===== config.mk =====
export PLATFORM = sky130hd
export DESIGN_NAME = target_mode_table_fsm_flat
export DESIGN_NICKNAME = d
export VERILOG_FILES = /design/src/hdl/tmf_pkg.sv /design/src/hdl/tmf_req_if.sv /design/src/hdl/tmf_rsp_if.sv /design/src/hdl/tmf_ctrl.sv /design/src/hdl/tmf_dp.sv /design/src/hdl/target_mode_table_fsm.sv /design/src/flat_wrapper.sv
export SDC_FILE = /design/constraint.sdc
export NUM_CORES = 2
export LEC_CHECK = 0
export ABC_AREA = 1
export BUFFER_PORTS_ARGS = -buffer_cell sky130_fd_sc_hd__buf_2
export CORE_ASPECT_RATIO = 1.75
export CORE_MARGIN = 2
export CORE_UTILIZATION = 47
export CTS_CLUSTER_DIAMETER = 30
export DETAILED_ROUTE_END_ITERATION = 16
export RECOVER_POWER = 100
export SYNTH_ARGS = -nofsm -noshare
export SYNTH_HDL_FRONTEND = slang
export SYNTH_SLANG_ARGS = --single-unit

===== constraint.sdc =====
create_clock -name clk -period 27.9 [get_ports clk]
set_input_delay 4.185 -clock clk [delete_from_list [all_inputs] [get_ports clk]]
set_output_delay 4.185 -clock clk [all_outputs]
set_load 0.01 [all_outputs]

===== src/hdl/tmf_pkg.sv =====
// Package: shared types, constants and the mode transition table for the target mode bank.
`default_nettype none
package tmf_pkg;

  // Bank size and derived index width
  localparam int TARGET_COUNT = 16;
  localparam int IDX_W        = (TARGET_COUNT > 1) ? $clog2(TARGET_COUNT) : 1;
  localparam int NUM_W        = 8;
  localparam int EV_W         = 5;
  localparam int MODE_W       = 4;
  localparam int CNT_W        = 32;
  localparam int TIME_W       = 64;

  // Operation codes
  localparam logic OP_APPLY = 1'b0;
  localparam logic OP_PROBE = 1'b1;

  // Modes
  typedef enum logic [MODE_W-1:0] {
    MODE_OFF        = 4'd0,
    MODE_SAFE       = 4'd1,
    MODE_COUNTDOWN  = 4'd2,
    MODE_ACTIVE     = 4'd3,
    MODE_HIT        = 4'd4,
    MODE_PENALTY    = 4'd5,
    MODE_LOCKED     = 4'd6,
    MODE_CALIB      = 4'd7,
    MODE_SENSOR_ERR = 4'd8,
    MODE_MAINT      = 4'd9,
    MODE_DISABLED   = 4'd10,
    MODE_ERROR      = 4'd11
  } mode_t;

  // Event codes
  localparam logic [EV_W-1:0] EV_ENABLE           = 5'd0;
  localparam logic [EV_W-1:0] EV_DISABLE          = 5'd1;
  localparam logic [EV_W-1:0] EV_ARM              = 5'd2;
  localparam logic [EV_W-1:0] EV_DISARM           = 5'd3;
  localparam logic [EV_W-1:0] EV_COUNTDOWN        = 5'd4;
  localparam logic [EV_W-1:0] EV_HIT_VALID        = 5'd5;
  localparam logic [EV_W-1:0] EV_HIT_PENALTY      = 5'd6;
  localparam logic [EV_W-1:0] EV_HIT_CLEARED      = 5'd7;
  localparam logic [EV_W-1:0] EV_ROUND_END        = 5'd8;
  localparam logic [EV_W-1:0] EV_CALIB_START      = 5'd9;
  localparam logic [EV_W-1:0] EV_CALIB_END        = 5'd10;
  localparam logic [EV_W-1:0] EV_LOCK             = 5'd11;
  localparam logic [EV_W-1:0] EV_UNLOCK           = 5'd12;
  localparam logic [EV_W-1:0] EV_SENSOR_FAULT     = 5'd13;
  localparam logic [EV_W-1:0] EV_SENSOR_RECOVERED = 5'd14;
  localparam logic [EV_W-1:0] EV_MAINT_ON         = 5'd15;
  localparam logic [EV_W-1:0] EV_MAINT_OFF        = 5'd16;
  localparam logic [EV_W-1:0] EV_ADMIN_DISABLE    = 5'd17;
  localparam logic [EV_W-1:0] EV_ADMIN_ENABLE     = 5'd18;
  localparam logic [EV_W-1:0] EV_ERROR            = 5'd19;
  localparam logic [EV_W-1:0] EV_ERROR_CLEAR      = 5'd20;

  // Controller states
  typedef enum logic [1:0] {
    ST_IDLE,
    ST_EXEC,
    ST_RESP
  } ctl_state_t;

  // Controller to datapath commands
  typedef struct packed {
    logic capture;  // latch the incoming beat
    logic exec;     // look up, update the target, load the result
  } ctl_cmd_t;

  // Table lookup answer
  typedef struct packed {
    logic              hit;
    logic [MODE_W-1:0] next;
  } rule_t;

  // One result beat
  typedef struct packed {
    logic              index_ok;
    logic              allowed;
    logic [MODE_W-1:0] mode_now;
    logic [MODE_W-1:0] mode_before;
    logic              is_enabled;
    logic              is_scorable;
    logic [CNT_W-1:0]  hit_total;
    logic [CNT_W-1:0]  move_total;
    logic [CNT_W-1:0]  refused_total;
    logic [TIME_W-1:0] entered_time_us;
  } res_t;

  // Fixed transition table: (mode, event) -> next mode, hit = pair allowed
  function automatic rule_t rule_lookup(input logic [MODE_W-1:0] mode,
                                        input logic [EV_W-1:0] ev);
    rule_t r;
    r.hit  = 1'b1;
    r.next = MODE_OFF;
    case (mode)
      MODE_OFF: begin
        case (ev) inside
          EV_ENABLE:        r.next = MODE_SAFE;
          EV_CALIB_START:   r.next = MODE_CALIB;
          EV_MAINT_ON:      r.next = MODE_MAINT;
          EV_ADMIN_DISABLE: r.next = MODE_DISABLED;
          EV_SENSOR_FAULT:  r.next = MODE_SENSOR_ERR;
          EV_ERROR:         r.next = MODE_ERROR;
          default:          r.hit  = 1'b0;
        endcase
      end
      MODE_SAFE: begin
        case (ev) inside
          EV_ARM:                  r.next = MODE_ACTIVE;
          EV_COUNTDOWN:            r.next = MODE_COUNTDOWN;
          EV_HIT_PENALTY:          r.next = MODE_PENALTY;
          EV_LOCK:                 r.next = MODE_LOCKED;
          EV_DISABLE, EV_ROUND_END: r.next = MODE_OFF;
          EV_CALIB_START:          r.next = MODE_CALIB;
          EV_MAINT_ON:             r.next = MODE_MAINT;
          EV_ADMIN_DISABLE:        r.next = MODE_DISABLED;
          EV_SENSOR_FAULT:         r.next = MODE_SENSOR_ERR;
          EV_ERROR:                r.next = MODE_ERROR;
          default:                 r.hit  = 1'b0;
        endcase
      end
      MODE_COUNTDOWN: begin
        case (ev) inside
          EV_ARM:       r.next = MODE_ACTIVE;
          EV_DISARM:    r.next = MODE_SAFE;
          EV_ROUND_END: r.next = MODE_OFF;
          EV_ERROR:     r.next = MODE_ERROR;
          default:      r.hit  = 1'b0;
        endcase
      end
      MODE_ACTIVE: begin
        case (ev) inside
          EV_HIT_VALID:    r.next = MODE_HIT;
          EV_DISARM:       r.next = MODE_SAFE;
          EV_LOCK:         r.next = MODE_LOCKED;
          EV_ROUND_END:    r.next = MODE_OFF;
          EV_SENSOR_FAULT: r.next = MODE_SENSOR_ERR;
          EV_ERROR:        r.next = MODE_ERROR;
          default:         r.hit  = 1'b0;
        endcase
      end
      MODE_HIT, MODE_PENALTY: begin
        case (ev) inside
          EV_HIT_CLEARED: r.next = MODE_SAFE;
          EV_ARM:         r.next = MODE_ACTIVE;
          EV_ROUND_END:   r.next = MODE_OFF;
          EV_ERROR:       r.next = MODE_ERROR;
          default:        r.hit  = 1'b0;
        endcase
      end
      MODE_LOCKED: begin
        case (ev) inside
          EV_UNLOCK:    r.next = MODE_SAFE;
          EV_ROUND_END: r.next = MODE_OFF;
          EV_ERROR:     r.next = MODE_ERROR;
          default:      r.hit  = 1'b0;
        endcase
      end
      MODE_CALIB: begin
        case (ev) inside
          EV_CALIB_END:    r.next = MODE_SAFE;
          EV_SENSOR_FAULT: r.next = MODE_SENSOR_ERR;
          EV_ERROR:        r.next = MODE_ERROR;
          default:         r.hit  = 1'b0;
        endcase
      end
      MODE_SENSOR_ERR: begin
        case (ev) inside
          EV_SENSOR_RECOVERED: r.next = MODE_SAFE;
          EV_ADMIN_DISABLE:    r.next = MODE_DISABLED;
          EV_MAINT_ON:         r.next = MODE_MAINT;
          default:             r.hit  = 1'b0;
        endcase
      end
      MODE_MAINT: begin
        case (ev) inside
          EV_MAINT_OFF:     r.next = MODE_SAFE;
          EV_ADMIN_DISABLE: r.next = MODE_DISABLED;
          EV_CALIB_START:   r.next = MODE_CALIB;
          default:          r.hit  = 1'b0;
        endcase
      end
      MODE_DISABLED: begin
        case (ev) inside
          EV_ADMIN_ENABLE: r.next = MODE_SAFE;
          default:         r.hit  = 1'b0;
        endcase
      end
      MODE_ERROR: begin
        case (ev) inside
          EV_ERROR_CLEAR:   r.next = MODE_SAFE;
          EV_ADMIN_DISABLE: r.next = MODE_DISABLED;
          EV_MAINT_ON:      r.next = MODE_MAINT;
          default:          r.hit  = 1'b0;
        endcase
      end
      default: r.hit = 1'b0;
    endcase
    return r;
  endfunction

endpackage
`default_nettype wire


===== src/hdl/tmf_req_if.sv =====
// Interface: request channel carrying one event beat.
`default_nettype none
interface tmf_req_if;
  logic                       valid;
  logic                       ready;
  logic                       op;
  logic [tmf_pkg::NUM_W-1:0]  target_number;
  logic [tmf_pkg::EV_W-1:0]   event_code;
  logic [tmf_pkg::TIME_W-1:0] time_us;

  modport source (output valid, output op, output target_number, output event_code,
                  output time_us, input ready);
  modport sink (input valid, input op, input target_number, input event_code,
                input time_us, output ready);
endinterface
`default_nettype wire


===== src/hdl/tmf_rsp_if.sv =====
// Interface: response channel carrying one target status beat.
`default_nettype none
interface tmf_rsp_if;
  logic                       valid;
  logic                       ready;
  logic                       index_ok;
  logic                       allowed;
  logic [tmf_pkg::MODE_W-1:0] mode_now;
  logic [tmf_pkg::MODE_W-1:0] mode_before;
  logic                       is_enabled;
  logic                       is_scorable;
  logic [tmf_pkg::CNT_W-1:0]  hit_total;
  logic [tmf_pkg::CNT_W-1:0]  move_total;
  logic [tmf_pkg::CNT_W-1:0]  refused_total;
  logic [tmf_pkg::TIME_W-1:0] entered_time_us;

  modport source (output valid, output index_ok, output allowed, output mode_now,
                  output mode_before, output is_enabled, output is_scorable,
                  output hit_total, output move_total, output refused_total,
                  output entered_time_us, input ready);
  modport sink (input valid, input index_ok, input allowed, input mode_now,
                input mode_before, input is_enabled, input is_scorable,
                input hit_total, input move_total, input refused_total,
                input entered_time_us, output ready);
endinterface
`default_nettype wire


===== src/hdl/tmf_ctrl.sv =====
// Controller: sequences capture, table update and response handoff for one beat at a time.
`default_nettype none
module tmf_ctrl (
  input  wire logic              clk,
  input  wire logic              rst,
  input  wire logic              req_valid,
  output logic                   req_ready,
  output logic                   rsp_valid,
  input  wire logic              rsp_ready,
  output tmf_pkg::ctl_cmd_t      cmd
);
  import tmf_pkg::*;

  ctl_state_t state;
  ctl_state_t state_next;

  // State register
  always_ff @(posedge clk) begin
    if (rst) begin
      state <= ST_IDLE;
    end else begin
      state <= state_next;
    end
  end

  // Next state
  always_comb begin
    state_next = state;
    unique case (state)
      ST_IDLE: begin
        if (req_valid) state_next = ST_EXEC;
      end
      ST_EXEC: begin
        state_next = ST_RESP;
      end
      ST_RESP: begin
        if (rsp_ready) state_next = ST_IDLE;
      end
      default: state_next = ST_IDLE;
    endcase
  end

  // Outputs
  always_comb begin
    req_ready   = 1'b0;
    rsp_valid   = 1'b0;
    cmd.capture = 1'b0;
    cmd.exec    = 1'b0;
    unique case (state)
      ST_IDLE: begin
        req_ready   = 1'b1;
        cmd.capture = req_valid;
      end
      ST_EXEC: begin
        cmd.exec = 1'b1;
      end
      ST_RESP: begin
        rsp_valid = 1'b1;
      end
      default: begin
        req_ready = 1'b0;
      end
    endcase
  end

  // Checks
  a_no_overlap: assert property (@(posedge clk) disable iff (rst)
    rsp_valid |-> !req_ready) else $error("request taken while response pending");
  a_exec_to_resp: assert property (@(posedge clk) disable iff (rst)
    cmd.exec |=> rsp_valid) else $error("update not followed by response");
  a_resp_holds: assert property (@(posedge clk) disable iff (rst)
    (rsp_valid && !rsp_ready) |=> rsp_valid) else $error("response dropped while stalled");
  a_capture_to_exec: assert property (@(posedge clk) disable iff (rst)
    cmd.capture |=> cmd.exec) else $error("captured beat not executed");

endmodule
`default_nettype wire


===== src/hdl/tmf_dp.sv =====
// Datapath: per-target mode bank, table lookup, counters and result register.
`default_nettype none
module tmf_dp (
  input  wire logic                       clk,
  input  wire logic                       rst,
  input  wire tmf_pkg::ctl_cmd_t          cmd,
  input  wire logic                       op,
  input  wire logic [tmf_pkg::NUM_W-1:0]  target_number,
  input  wire logic [tmf_pkg::EV_W-1:0]   event_code,
  input  wire logic [tmf_pkg::TIME_W-1:0] time_us,
  output tmf_pkg::res_t                   res
);
  import tmf_pkg::*;

  // Captured beat
  logic              op_q;
  logic              idx_ok_q;
  logic [IDX_W-1:0]  idx_q;
  logic [EV_W-1:0]   ev_q;
  logic [TIME_W-1:0] time_q;

  // Per-target state
  logic [MODE_W-1:0] mode_store       [TARGET_COUNT];
  logic [MODE_W-1:0] prior_mode_store [TARGET_COUNT];
  logic              enable_store     [TARGET_COUNT];
  logic [CNT_W-1:0]  hit_count_store  [TARGET_COUNT];
  logic [CNT_W-1:0]  move_count_store [TARGET_COUNT];
  logic [CNT_W-1:0]  refuse_count_store [TARGET_COUNT];
  logic [TIME_W-1:0] entry_time_store [TARGET_COUNT];

  logic              idx_ok;
  logic [IDX_W-1:0]  num_m1;
  rule_t             rule;
  logic [MODE_W-1:0] cur_mode;
  logic              move;
  logic              refuse;
  logic [MODE_W-1:0] mode_n;
  logic [MODE_W-1:0] prior_n;
  logic              en_n;
  logic [CNT_W-1:0]  hit_n;
  logic [CNT_W-1:0]  moves_n;
  logic [CNT_W-1:0]  refuse_n;
  logic [TIME_W-1:0] time_n;
  res_t              res_next;

  // Range check of the 1-based target number
  assign idx_ok = (target_number != '0) && (target_number <= NUM_W'(TARGET_COUNT));
  assign num_m1 = IDX_W'(target_number - NUM_W'(1));

  // Capture
  always_ff @(posedge clk) begin
    if (cmd.capture) begin
      op_q     <= op;
      idx_ok_q <= idx_ok;
      idx_q    <= num_m1;
      ev_q     <= event_code;
      time_q   <= time_us;
    end
  end

  // Lookup and next values of the selected target
  assign cur_mode = mode_store[idx_q];
  assign rule     = rule_lookup(cur_mode, ev_q);
  assign move     = (op_q == OP_APPLY) && rule.hit;
  assign refuse   = (op_q == OP_APPLY) && !rule.hit;

  always_comb begin
    mode_n   = move ? rule.next : cur_mode;
    prior_n  = move ? cur_mode : prior_mode_store[idx_q];
    moves_n  = move_count_store[idx_q] + CNT_W'(move);
    refuse_n = refuse_count_store[idx_q] + CNT_W'(refuse);
    hit_n    = hit_count_store[idx_q] + CNT_W'(move && (ev_q == EV_HIT_VALID));
    time_n   = move ? time_q : entry_time_store[idx_q];
    en_n     = enable_store[idx_q];
    if (move && (rule.next == MODE_DISABLED)) en_n = 1'b0;
    if (move && (ev_q == EV_ADMIN_ENABLE)) en_n = 1'b1;
  end

  // Result of this beat; all zero for a bad target number
  always_comb begin
    res_next = '0;
    if (idx_ok_q) begin
      res_next.index_ok        = 1'b1;
      res_next.allowed         = rule.hit;
      res_next.mode_now        = mode_n;
      res_next.mode_before     = prior_n;
      res_next.is_enabled      = en_n;
      res_next.is_scorable     = en_n && (mode_n == MODE_ACTIVE);
      res_next.hit_total       = hit_n;
      res_next.move_total      = moves_n;
      res_next.refused_total   = refuse_n;
      res_next.entered_time_us = time_n;
    end
  end

  // Target bank write-back
  always_ff @(posedge clk) begin
    if (rst) begin
      for (int i = 0; i < TARGET_COUNT; i++) begin
        mode_store[i]         <= MODE_OFF;
        prior_mode_store[i]   <= MODE_OFF;
        enable_store[i]       <= 1'b1;
        hit_count_store[i]    <= '0;
        move_count_store[i]   <= '0;
        refuse_count_store[i] <= '0;
        entry_time_store[i]   <= '0;
      end
    end else if (cmd.exec && idx_ok_q) begin
      mode_store[idx_q]         <= mode_n;
      prior_mode_store[idx_q]   <= prior_n;
      enable_store[idx_q]       <= en_n;
      hit_count_store[idx_q]    <= hit_n;
      move_count_store[idx_q]   <= moves_n;
      refuse_count_store[idx_q] <= refuse_n;
      entry_time_store[idx_q]   <= time_n;
    end
  end

  // Result register, held until the response beat is taken
  always_ff @(posedge clk) begin
    if (cmd.exec) begin
      res <= res_next;
    end
  end

endmodule
`default_nettype wire


===== src/hdl/target_mode_table_fsm.sv =====
// A request beat is captured as it is taken in idle, the bank is updated in exec, and the
//   response is then offered from resp; the controller handles one beat at a time
//   (capture, bank update, response handoff).
// The next request is taken in the cycle after the response beat is taken.
// Reset (rst, synchronous): all targets go to off with prior mode off, enabled,
//   counters and entry times zero; no response pending.
`default_nettype none
module target_mode_table_fsm (
  input  wire logic  clk,
  input  wire logic  rst,
  tmf_req_if.sink    req,
  tmf_rsp_if.source  rsp
);
  import tmf_pkg::*;

  ctl_cmd_t cmd;
  res_t     res;

  // Sequencer
  tmf_ctrl u_ctrl (
    .clk       (clk),
    .rst       (rst),
    .req_valid (req.valid),
    .req_ready (req.ready),
    .rsp_valid (rsp.valid),
    .rsp_ready (rsp.ready),
    .cmd       (cmd)
  );

  // Bank and lookup
  tmf_dp u_dp (
    .clk           (clk),
    .rst           (rst),
    .cmd           (cmd),
    .op            (req.op),
    .target_number (req.target_number),
    .event_code    (req.event_code),
    .time_us       (req.time_us),
    .res           (res)
  );

  // Response payload
  assign rsp.index_ok        = res.index_ok;
  assign rsp.allowed         = res.allowed;
  assign rsp.mode_now        = res.mode_now;
  assign rsp.mode_before     = res.mode_before;
  assign rsp.is_enabled      = res.is_enabled;
  assign rsp.is_scorable     = res.is_scorable;
  assign rsp.hit_total       = res.hit_total;
  assign rsp.move_total      = res.move_total;
  assign rsp.refused_total   = res.refused_total;
  assign rsp.entered_time_us = res.entered_time_us;

endmodule
`default_nettype wire


===== src/flat_wrapper.sv =====
// flat-port wrapper written by rule: the top's interface ports become plain ports
module target_mode_table_fsm_flat import tmf_pkg::*;
  (clk, rst, req_valid, req_op, req_target_number, req_event_code, req_time_us, req_ready, rsp_valid, rsp_index_ok, rsp_allowed, rsp_mode_now, rsp_mode_before, rsp_is_enabled, rsp_is_scorable, rsp_hit_total, rsp_move_total, rsp_refused_total, rsp_entered_time_us, rsp_ready);
  tmf_req_if req_i ();
  tmf_rsp_if rsp_i ();
  input  wire logic clk;
  input  wire logic rst;
  input wire logic [$bits(req_i.valid)-1:0] req_valid;
  input wire logic [$bits(req_i.op)-1:0] req_op;
  input wire logic [$bits(req_i.target_number)-1:0] req_target_number;
  input wire logic [$bits(req_i.event_code)-1:0] req_event_code;
  input wire logic [$bits(req_i.time_us)-1:0] req_time_us;
  output wire logic [$bits(req_i.ready)-1:0] req_ready;
  output wire logic [$bits(rsp_i.valid)-1:0] rsp_valid;
  output wire logic [$bits(rsp_i.index_ok)-1:0] rsp_index_ok;
  output wire logic [$bits(rsp_i.allowed)-1:0] rsp_allowed;
  output wire logic [$bits(rsp_i.mode_now)-1:0] rsp_mode_now;
  output wire logic [$bits(rsp_i.mode_before)-1:0] rsp_mode_before;
  output wire logic [$bits(rsp_i.is_enabled)-1:0] rsp_is_enabled;
  output wire logic [$bits(rsp_i.is_scorable)-1:0] rsp_is_scorable;
  output wire logic [$bits(rsp_i.hit_total)-1:0] rsp_hit_total;
  output wire logic [$bits(rsp_i.move_total)-1:0] rsp_move_total;
  output wire logic [$bits(rsp_i.refused_total)-1:0] rsp_refused_total;
  output wire logic [$bits(rsp_i.entered_time_us)-1:0] rsp_entered_time_us;
  input wire logic [$bits(rsp_i.ready)-1:0] rsp_ready;
  assign req_i.valid = req_valid;
  assign req_i.op = req_op;
  assign req_i.target_number = req_target_number;
  assign req_i.event_code = req_event_code;
  assign req_i.time_us = req_time_us;
  assign req_ready = req_i.ready;
  assign rsp_valid = rsp_i.valid;
  assign rsp_index_ok = rsp_i.index_ok;
  assign rsp_allowed = rsp_i.allowed;
  assign rsp_mode_now = rsp_i.mode_now;
  assign rsp_mode_before = rsp_i.mode_before;
  assign rsp_is_enabled = rsp_i.is_enabled;
  assign rsp_is_scorable = rsp_i.is_scorable;
  assign rsp_hit_total = rsp_i.hit_total;
  assign rsp_move_total = rsp_i.move_total;
  assign rsp_refused_total = rsp_i.refused_total;
  assign rsp_entered_time_us = rsp_i.entered_time_us;
  assign rsp_i.ready = rsp_ready;
  target_mode_table_fsm u_core (.clk(clk), .rst(rst), .req(req_i), .rsp(rsp_i));
endmodule

=== Word level (Yosys, flattened, before mapping) ===
Memories as Yosys holds them, arrays and structs flattened. A register that Yosys moved wholly into a read port is not among the register bits.
Index checks and enable logic that the tools add are counted.
Widths: inputs -> output; s select.

* Register bits after elaboration: 249
* Bits in writable memories: 2704
* Memories: 7
* Input port bits: 82
* Output and inout bits: 174
* Word-level logic and storage cells: 197

{| class="wikitable"
|+ Memories
! name !! depth !! width !! rd ports !! clocked after Yosys merged registers in !! write ports !! line !! text
|-
| u_core.u_dp.entry_time_store || 16 || 64 || 1 || 1 || 16 || tmf_dp.sv:29 || <nowiki>logic [TIME_W-1:0] entry_time_store [TARGET_COUNT];</nowiki>
|-
| u_core.u_dp.hit_count_store || 16 || 32 || 1 || 1 || 16 || tmf_dp.sv:26 || <nowiki>logic [CNT_W-1:0] hit_count_store [TARGET_COUNT];</nowiki>
|-
| u_core.u_dp.move_count_store || 16 || 32 || 1 || 1 || 16 || tmf_dp.sv:27 || <nowiki>logic [CNT_W-1:0] move_count_store [TARGET_COUNT];</nowiki>
|-
| u_core.u_dp.refuse_count_store || 16 || 32 || 1 || 1 || 16 || tmf_dp.sv:28 || <nowiki>logic [CNT_W-1:0] refuse_count_store [TARGET_COUNT];</nowiki>
|-
| u_core.u_dp.mode_store || 16 || 4 || 1 || 1 || 16 || tmf_dp.sv:23 || <nowiki>logic [MODE_W-1:0] mode_store [TARGET_COUNT];</nowiki>
|-
| u_core.u_dp.prior_mode_store || 16 || 4 || 1 || 1 || 16 || tmf_dp.sv:24 || <nowiki>logic [MODE_W-1:0] prior_mode_store [TARGET_COUNT];</nowiki>
|-
| +1 memories || - || - || - || - || - || - ||
|}

* Reductions and logical operators: 23
* Bitwise operators: 1
* Add/sub/neg operators: 4
* Equal/unequal tests: 37
* Order comparisons: 1
* Multiplexer cells: 108

{| class="wikitable"
|+ Operator list
! operator !! number
|-
| $mux 4 || 46
|-
| $mux 172 || 1
|-
| $mux 64 || 2
|-
| $add 32x1->32 || 3
|-
| $mux 32 || 3
|-
| $reduce_or 32->1 || 3
|-
| $reduce_or 64->1 || 1
|-
| $mux 1 || 50
|-
| $pmux 4 s11 || 1
|-
| $eq 5x4->1 const B || 8
|-
| $eq 5x5->1 const B || 5
|-
| $eq 4x4->1 const B || 5
|-
| $eq 5x3->1 const B || 4
|-
| $eq 4x3->1 const B || 4
|-
| $eq 4x2->1 const B || 3
|-
| $pmux 1 s11 || 1
|-
| $eq 5x2->1 const B || 2
|-
| $le 8x5->1 const B || 1
|-
| $logic_and 1x1->1 || 8
|-
| $reduce_bool 8->1 || 1
|-
| $reduce_or 4->1 || 2
|-
| $pmux 2 s3 || 1
|-
| $eq 5x1->1 const B || 1
|-
| $logic_not 5->1 || 1
|-
| 14 further kinds || 17
|}

=== Longest topological paths before layout ===
* Word-level depth: 18
* Gate-level depth with buffers: 30

=== Modules after synthesis ===
A second synthesis with hierarchy kept.

* Cells, all modules: 11993
* Area total of the unflattened synthesis: 131434.8 µm²

{| class="wikitable"
|+ Modules (own cells, without submodules)
! module !! area an instance (µm²) !! cells an instance !! seq. area each (µm²) !! instances
|-
| tmf_dp || 131326.0 || 11977 || 88534.9 || 1
|-
| tmf_ctrl || 108.9 || 16 || 40.0 || 1
|}

=== Least setup slack after synthesis ===
Ideal clock, no wire load.

* Path type: register -> register
* Start: reg u_core.u_ctrl.state[0]
* End: mem u_core.u_dp.entry_time_store[11][0], enable pin
* Required time: 27.366 ns
* Period minus slack after synthesis: 13.469 ns
* Slack: 14.431 ns
* Arrival time: 12.935 ns
* Cell stages (with the launch flop): 14
* Setup time: 0.534 ns
* Cells stage by stage: dfxtp_1 > inv_1 > nor2_1 > inv_1 > nor3_1 > inv_1 > clkbuf_1 > nor2_1 > inv_1 > nor2_1 > inv_2 > clkbuf_1 > clkbuf_1 > nand2_1

{| class="wikitable"
|+ RTL lines
! item !! line !! text
|-
| start: declaration || tmf_ctrl.sv:14 || <nowiki>ctl_state_t state;</nowiki>
|-
| start signal: assignment || tmf_ctrl.sv:22 || <nowiki>state <= state_next;</nowiki>
|-
| end: declaration || tmf_dp.sv:29 ||
|}

==> impl_metrics.toml <==
[floorplan]
dieArea_sq_um = 282400
core_region_area_sq_um = 277100
io_pins = 256
start_util_pct = 47.16
die_x_um = 402.6
dieHeight_um = 701.5
std_cell_rows = 256

[cts]
htree_levels = 5
clk_path_buf_depth = 4
clk_latency_ns = 0.96
path_clk_slew_ns = 0.06
clock_sinks = 2957
cts_setup_buffers = 0
post_cts_resized = 0
cts_tree = "built"
cts_buffers = 432
cts_root_buf = "clkbuf_16"
ctsHoldBuffers = 0

[placement]
dp.cells = 15092
dp_hpwl_um = 224700
placed_cell_area_sq_um = 133300
port_buffers = 255
place.gp.congestion = 0.9099

[sta]
relSlewSlack_pct = -566.6
post-route-period-util_pct = 65.02
setup_viol = 0
tightest_slew_ns = 9.999
hold_viol_final = 0
period_needed_ns = 18.14
fin_setup_tns_ns = 0
fin_skew_ns = 0.06662
fmax_mhz = 55.12
rsz0062_at_grt = "no"
drv_slew = 5068

[power]
internal_power_w = 0.008933
power_frac_clock_pct = 45.0
power_w = 0.01261
power_density_nw_per_um2 = 85.84
p_sw_w = 0.003682
pwr-share-comb_pct = 14.3
leakagePower_nw = 51.68
switching_share_pct = 29.19
vdd_ir_drop_max_v = 0.00005795
seqPwrFrac_pct = 40.7

[logic_synthesis]
ys_ff_latch = 2957
synth.avg_cell_area_sq_um = 10.80
synth_cell_types = 57
synth_top_flop_cell = "edfxtp_1"
syn_inst = 12101
synthesis.area_sq_um = 130700
ys_async_sr_fraction_pct = 0
synth_warnings = 0
ys_seq_area_share_pct = 67.78
synth_edf_count = 2935
syn_nets = 12191

[critical_path]
critical_path_class = "in2reg"
required_ns = 28.33
critPathLaunchType = "primary input"
cp.arrival_ns = 18.57
end_kind = "flop"
critPathMaxFanout = 61

[cells_and_area]
stdcell_count = 15897
drive_above_1_share_pct = 8.158
area_growth_syn_to_layout_pct = 12.46
nets = 12004
fin_area_sq_um = 147000

[route]
totalWireLength_um = 435200
drcViolationCount = 0
vias_per_cell = 6.149
via_count = 97743
antenna_left = 0
first_iter_violations = 11953
wl_per_cell_um = 27.38
firstDrtPassIters = 8

[global_routing]
antenna_found_initial = 12
grt_pass1_vias = 97271
grt_max_degree = 216
grt_util_all_layers_pct = 30.08
grt_overflow = 0
grt_pass1_wl_um = 632200

[run_status]
outcome = "finished with violations"
violations = "max-capacitance violations, max-slew violations"

[worst_hold_path]
hold_class = "reg2reg"

[job]
cap_violations = 152
## synthesized netlist by cell type, types with 37 or more instances
| library cell | number | area, sq um |
|---|---|---|
| o22ai_1 | 383 | 2396 |
| nand2_1 | 691 | 2594 |
| o211ai_1 | 141 | 1059 |
| buf_2 | 279 | 1396 |
| o21ai_2 | 50 | 437.9 |
| o21ai_0 | 1309 | 6551 |
| nor3_1 | 37 | 185.2 |
| buf_4 | 110 | 825.8 |
| inv_1 | 128 | 480.5 |
| xor2_1 | 44 | 385.4 |
| clkbuf_1 | 587 | 2203 |
| o21ai_1 | 159 | 795.8 |
| o221ai_1 | 225 | 1971 |
| nor2_1 | 4326 | 16240 |
| a21oi_1 | 123 | 615.6 |
| edfxtp_1 | 2935 | 88130 |
| buf_6 | 55 | 619.3 |
| inv_2 | 64 | 240.2 |
| nand3_1 | 192 | 960.9 |
## final cells by class
type                       instances  area [sq um]
clock inverter                   340          4126
clock buffer                     462         11010
inverter                         202         869.6
sequential                      2957         88590
antenna                            3         7.507
timing repair buffer             441          2301
tap                             3612          4519
multi-input combinational       7880         35540
fill                           23968        130100
## layer usage
layer	vias to the layer above	routed length, um	global-route usage [%]
met5	-	42	0
met4	6	21700	14.24
met3	1131	41110	4.806
met2	5744	213300	51.10
met1	48892	159100	37.58
li1	41970	-	-
## registers in the layout (all words and copies together) (netlist names), 5 cells and up, named ones only
| register | flops |
|---|---|
| u_core.u_dp.enable_store | 16 |
| u_core.u_dp.res | 172 |
| u_core.u_dp.time_q | 64 |
| u_core.u_dp.move_count_store | 512 |
| u_core.u_dp.entry_time_store | 1024 |
| u_core.u_dp.mode_store | 64 |
| u_core.u_dp.ev_q | 5 |
| u_core.u_dp.hit_count_store | 512 |
| u_core.u_dp.prior_mode_store | 64 |
| u_core.u_dp.refuse_count_store | 512 |
## power groups by stage
stage | clock, W | combinational [W] | sequential, W
3_3_place_gp | 0 | 0.00181 | 0.00520
5_1_grt | 0.00589 | 0.00192 | 0.00515
2_1_floorplan | 0 | 0.00121 | 0.00522
3_5_place_dp | 0 | 0.00183 | 0.00521
4_1_cts | 0.00571 | 0.00184 | 0.00512
6_report | 0.00568 | 0.00180 | 0.00514
## cell families (layout without fill, tap and decap cells)
| kind of cell | Yosys count | after routing | synth area share [%] |
|---|---|---|---|
| simple gates | 5329 | 5329 | 15.75 |
| flops | 2957 | 2957 | 67.78 |
| compound gates | 2459 | 2459 | 11.24 |
| buf+inv | 1264 | 1445 | 4.533 |
| xor+xnor | 84 | 84 | 0.6262 |
| fa+ha+maj | 8 | 8 | 0.07660 |
| other cells | 0 | 3 | 0 |
## cell usage in the layout (no fill, tap or decap), types with 8 or more instances in the layout
cell,synthesis,routed
o221ai_1,225,225
ha_1,8,8
clkbuf_1,587,279
nor2_2,29,18
dfxtp_1,22,19
clkinv_1,9,50
o22ai_1,383,383
clkinvlp_4,0,46
edfxtp_1,2935,2935
o21ai_0,1309,1379
inv_8,0,30
xor2_1,44,45
nand4_1,15,17
clkinv_4,0,43
buf_2,279,74
clkinvlp_2,0,10
clkinv_8,0,14
buf_4,110,104
inv_6,0,58
clkinv_2,0,44
nor3_1,37,43
a21oi_1,123,123
o211ai_1,141,141
o21ai_2,50,12
bufinv_16,0,63
nand2_1,691,695
a32o_1,11,11
o21ai_1,159,157
inv_1,128,169
nor2_1,4326,4338
xnor2_1,29,35
clkbuf_16,0,436
nand3_1,192,193
buf_12,0,10
## stage by stage
step	setup slack (ns)	hold WS (ns)	utilization, %
floorplan	14.43	0.4244	-
global placement	19.05	0.4657	48.10
detailed placement	19.10	0.4558	48.10
CTS	19.83	0.4821	53.56
global route	9.693	0.4928	53.04
finish	9.758	0.4843	53.04
## path summary, 6_finish.rpt
kind	startpoint	to	slack, ns	depth (start not counted)
hold / removal	u_core.u_dp.enable_store[6]$_DFF_P_	u_core.u_dp.enable_store[6]$_DFF_P_	0.48	2
setup reg to reg	flop	u_core.u_dp.hit_count_store[0][18]$_SDFFCE_PN0P_	11.40	24
hold reg to reg	u_core.u_dp.enable_store[6]$_DFF_P_	u_core.u_dp.enable_store[6]$_DFF_P_	0.48	2
setup / recovery	rst	u_core.u_dp.move_count_store[1][11]$_SDFFCE_PN0P_	9.76	10
## worst max-delay path, cell delays in order
cell	delay, ns
clkbuf_1	0.39
nor3_1	0.33
inv_1	0.21
nor2_1	0.17
inv_1	0.10
nor2_1	0.18
clkinvlp_2	3.20
nand2_1	4.27
clkbuf_1	2.66
clkbuf_1	2.65
(Power assumes the default switching activity.)
